[src/hw/rtl/bma_ram.sv]
// bma_ram: generic simple dual-port ram, one write and one registered read per cycle
// no dependencies
module bma_ram #(
  parameter int WIDTH = 8,
  parameter int DEPTH = 16
) (
  input  logic                     clk,
  input  logic                     we,
  input  logic [$clog2(DEPTH)-1:0] waddr,
  input  logic [WIDTH-1:0]         wdata,
  input  logic [$clog2(DEPTH)-1:0] raddr,
  output logic [WIDTH-1:0]         rdata
);

  logic [WIDTH-1:0] mem [DEPTH];

  always_ff @(posedge clk) begin
    if (we) begin
      mem[waddr] <= wdata;
    end
    rdata <= mem[raddr];
  end

endmodule

[config.mk]
export PLATFORM = sky130hd
export DESIGN_NAME = bma_ram
export DESIGN_NICKNAME = d
export VERILOG_FILES = /design/src/hw/rtl/bma_ram.sv
export SDC_FILE = /design/constraint.sdc
export NUM_CORES = 1
export LEC_CHECK = 0
export BUFFER_PORTS_ARGS = -buffer_cell sky130_fd_sc_hd__clkbuf_2
export CORE_MARGIN = 8
export CORE_UTILIZATION = 57
export CTS_BUF_LIST = sky130_fd_sc_hd__clkbuf_16
export DETAILED_ROUTE_END_ITERATION = 10
export HOLD_SLACK_MARGIN = 0.08
export PLACE_DENSITY = 0.81
export SETUP_SLACK_MARGIN = 0.3
export SYNTH_ARGS = -nofsm -noshare
export SYNTH_HDL_FRONTEND = slang
export SYNTH_SLANG_ARGS = --single-unit
[constraint.sdc]
create_clock -name clk -period 3.99 [get_ports clk]
set_clock_uncertainty 0.15 [all_clocks]
set_input_delay 0.1995 -clock clk [delete_from_list [all_inputs] [get_ports clk]]
set_output_delay 0.1995 -clock clk [all_outputs]
set_load 0.01 [all_outputs]
# After elaboration in Yosys (flattened, before gate mapping)
# Memories as Yosys holds them, arrays and structs flattened. A register that Yosys moved wholly into a read port is not among the register bits.
# Cells that the tools add are included.
dict set report word_totals {
  ff_bits 0
  latch_bits 0
  ramBits 128
  romBits 0
  input_bits 18
  output_inout_bits 8
  elab_cells 3
  mem_count 1
}
# name depth width read_ports rd_clocked_by_memory_dff write_ports line
set memory_table {}
lappend memory_table {mem 16 8 1 1 1 15} ;# logic [WIDTH-1:0] mem [DEPTH];
dict set report classes {
  n_addsub 0
  n_mul 0
  div 0
  order_cmp 0
  eq_ne 0
  shifts 0
  muxes 2
  bitwise 0
  n_reduce_logical 0
}
# operator n
set op_table {}
lappend op_table {{$mux 1} 2}

# Depth between registers and ports, before layout
dict set report depth {
  ltp_word 2
  ltp_mapped 5
  mapped_depth_nobuf 3
}

# Worst setup path after synthesis
# Ideal clock, no wire load.
dict set report synth_timing {
  kind {input to register}
  start {in waddr[2]}
  end {mem mem[0][0], enable pin}
  setup_time_ps 383
  t_arrival_ps 1309
  required_ps 3457
  setup_slack_ps 2148
  path_stages 2
  path_buffers 0
  path_cell_list {or3b_2 > nor3_1}
}
# item line
set synth_lines {}
lappend synth_lines {{start: declaration} 9} ;# input logic [$clog2(DEPTH)-1:0] waddr,
lappend synth_lines {{end: declaration} 15}
# Straight into the memory's write port.

==> impl_metrics.tcl <==
set metrics [dict create \
    drv_cap 0 \
    crit_chain "clkbuf_2 -> mux4_1 -> a22oi_1 -> nand2_1" \
    dr.pass1.iters 5 \
    routedWlPerCell_um 25.36 \
    die_x_um 111.0 \
    hp-class "input port to register" \
    synth_warnings 0 \
    syn-cell-area_mm2 0.005147 \
    via_per_inst 6.245 \
    reg2reg_depth 3 \
    finalMaxSlewViolations 0 \
    min_path_cells 2 \
    final_layout_size_suffix_gt1_share_pct 27.43 \
    crit_buf_inv 1 \
    final-hold-violation-count 0 \
    cts_tree "yes" \
    yosysUniqueCellTypes 19 \
    numClockSinks 136 \
    min_period_ns 1.969 \
    end_kind "register" \
    postLayoutSetupSlackWorst_ns 2.021 \
    fillerInstances 500 \
    post-dp-hpwl_mm 5.936 \
    coreArea_mm2 0.008721 \
    worstMarginPinSlew_ns 1.230 \
    finalSetupViolations 0 \
    cp_slowest_cell "clkbuf_2" \
    final_nets 293 \
    synth.most_common_cell "edfxtp_1" \
    ys_ff_latch 136 \
    p_leak_nw 2.060 \
    irDropWorstVdd_mv 0.3095 \
    antenna_cells 0 \
    arrival_ns 2.12 \
    clk_pin_slew_worst_paths_ns 0.06 \
    worstSetupStartpointType "input port" \
    relSlewSlack_pct 17.39 \
    crit_family "buffers and inverters" \
    cts_root_buf "clkbuf_16" \
    antenna_found_initial 0 \
    io_buffers 25 \
    postCtsSetupBuffers 0 \
    outcome "finished, final reports clean" \
    cts_hold_buf 8 \
    num_io_pins 26 \
    grt_use_total_pct 17.23 \
    seqCellArea_mm2 0.004004 \
    grt_max_degree 33 \
    die-height_um 111.0 \
    synthFlopType "edfxtp_1" \
    worstSetupPathType "input port to register" \
    cts_buffer_depth 2 \
    htreeDepth 4 \
    grt_pass1_vias 2590 \
    stdcell_area_mm2 0.006082 \
    gp_congestion 0.7219 \
    setup_tns_ns 0 \
    fmax_mhz 508.0 \
    start_util_pct 59.02 \
    worstSetupPathDepth 4 \
    routed_wl_mm 10.04 \
    synth.area.top_cells "edfxtp_1 (75%), mux4_2 (7.9%), mux4_1 (7.1%), dfxtp_1 (3.1%), a22oi_1 (2.3%)" \
    critPathMaxStageDelay_ns 0.83 \
    crit_fanout 32 \
    placed_cell_area_mm2 0.005351 \
    syn-instance-count 229 \
    drt_iter0_drc 199 \
    multi_input_area_mm2 0.001057 \
    holdWs_ns 0.2105 \
    timing.final.crit_share_pct 49.34 \
    synth.net_count 247 \
    die-area_mm2 0.01233 \
    async_flop_share_pct 0 \
    clock_latency_ns 0.41 \
    cts_made_buffers 17 \
    grt_pass1_wl_mm 15.54 \
    areaGrowthSynthToFinish_pct 18.16 \
    cts_resized 0 \
    synth_top_area_share_pct 74.67 \
    synth_top_area_cell "edfxtp_1" \
    seq_area_frac_synth_pct 77.78 \
    rows 34 \
    drtAntennaViolNets 0 \
    pre_cts_slack_ns 1.551 \
    drc 0 \
    powerDensity_mw_per_mm2 568.8 \
    gr-total-overflow 0 \
    yosys-top-cells-count "edfxtp_1 (128), mux4_2 (18), a22oi_1 (16), mux4_1 (14), nor2_1 (13)" \
    vias 2473 \
    synth_edf_count 128 \
    cp_data_required_time_ns 4.14 \
    synth_area_per_cell_um2 22.48 \
    rsz0062_at_grt "no" \
]
[power by group]
| group | switching, mW | leakage (nW) | internal (mW) |
|---|---|---|---|
| registers | 0.00994 | 1.22 | 1.60 |
| clock network | 0.592 | 0.307 | 1.11 |
| logic | 0.0859 | 0.528 | 0.0632 |
| total | 0.688 | 2.06 | 2.77 |
[per-stage QoR]
stage	utilization, %	power, mW	cells
2_1_floorplan	-	1.719	229
3_3_place_gp	61.36	1.770	356
3_5_place_dp	61.36	1.779	356
4_1_cts	69.74	3.470	396
5_1_grt	69.74	3.540	396
6_report	69.74	3.460	396
[sequential cells by signal, summed over array words and instances (netlist names)]
signal	flops
mem	128
rdata	8
[worst paths after layout]
kind / from / endpoint / slack, ns
max: raddr[0] / rdata[1] / 2.02
min reg2reg: mem[14][1] / rdata[1] / 0.51
min: waddr[0] / mem[4][0] / 0.21
max reg2reg: mem[0][0] / rdata[0] / 2.45
[layout by cell type, fill, tap and decap left out, drive strengths merged, types with 2 or more instances in the layout]
cell type	n
mux4	32
nor2	13
bufinv	5
inv	2
clkbuf	42
nand2	9
edfxtp	128
clkinv	5
clkinvlp	3
nor3	4
nand3b	2
a22oi	16
buf	4
dlygate4sd3	8
nand2b	2
dfxtp	8
[final cells by class]
class / instances / share of cell area [%]
clock buffer: 17 / 6.994
multi-input combinational: 83 / 17.38
sequential: 136 / 65.83
clock inverter: 15 / 3.703
tap: 108 / 2.222
timing repair buffer: 37 / 3.868
[kinds of logic (layout without fill, tap and decap cells)]
family | count (synthesis) | in the layout | synth area share (%)
flops | 136 | 136 | 77.78
simple gates | 35 | 35 | 3.184
mux | 32 | 32 | 15.02
compound gates | 16 | 16 | 2.334
buf+inv | 10 | 69 | 1.677
[metal layers]
metal	GRT usage, %	share of wire, %	vias up
li1	-	-	1067
met3	4.383	7.4	25
met1	20.31	38	1246
met4	9.511	2.5	0
met2	28.34	52	135
met5	0	0	-
Note: power is estimated with default switching activity, not from simulation.
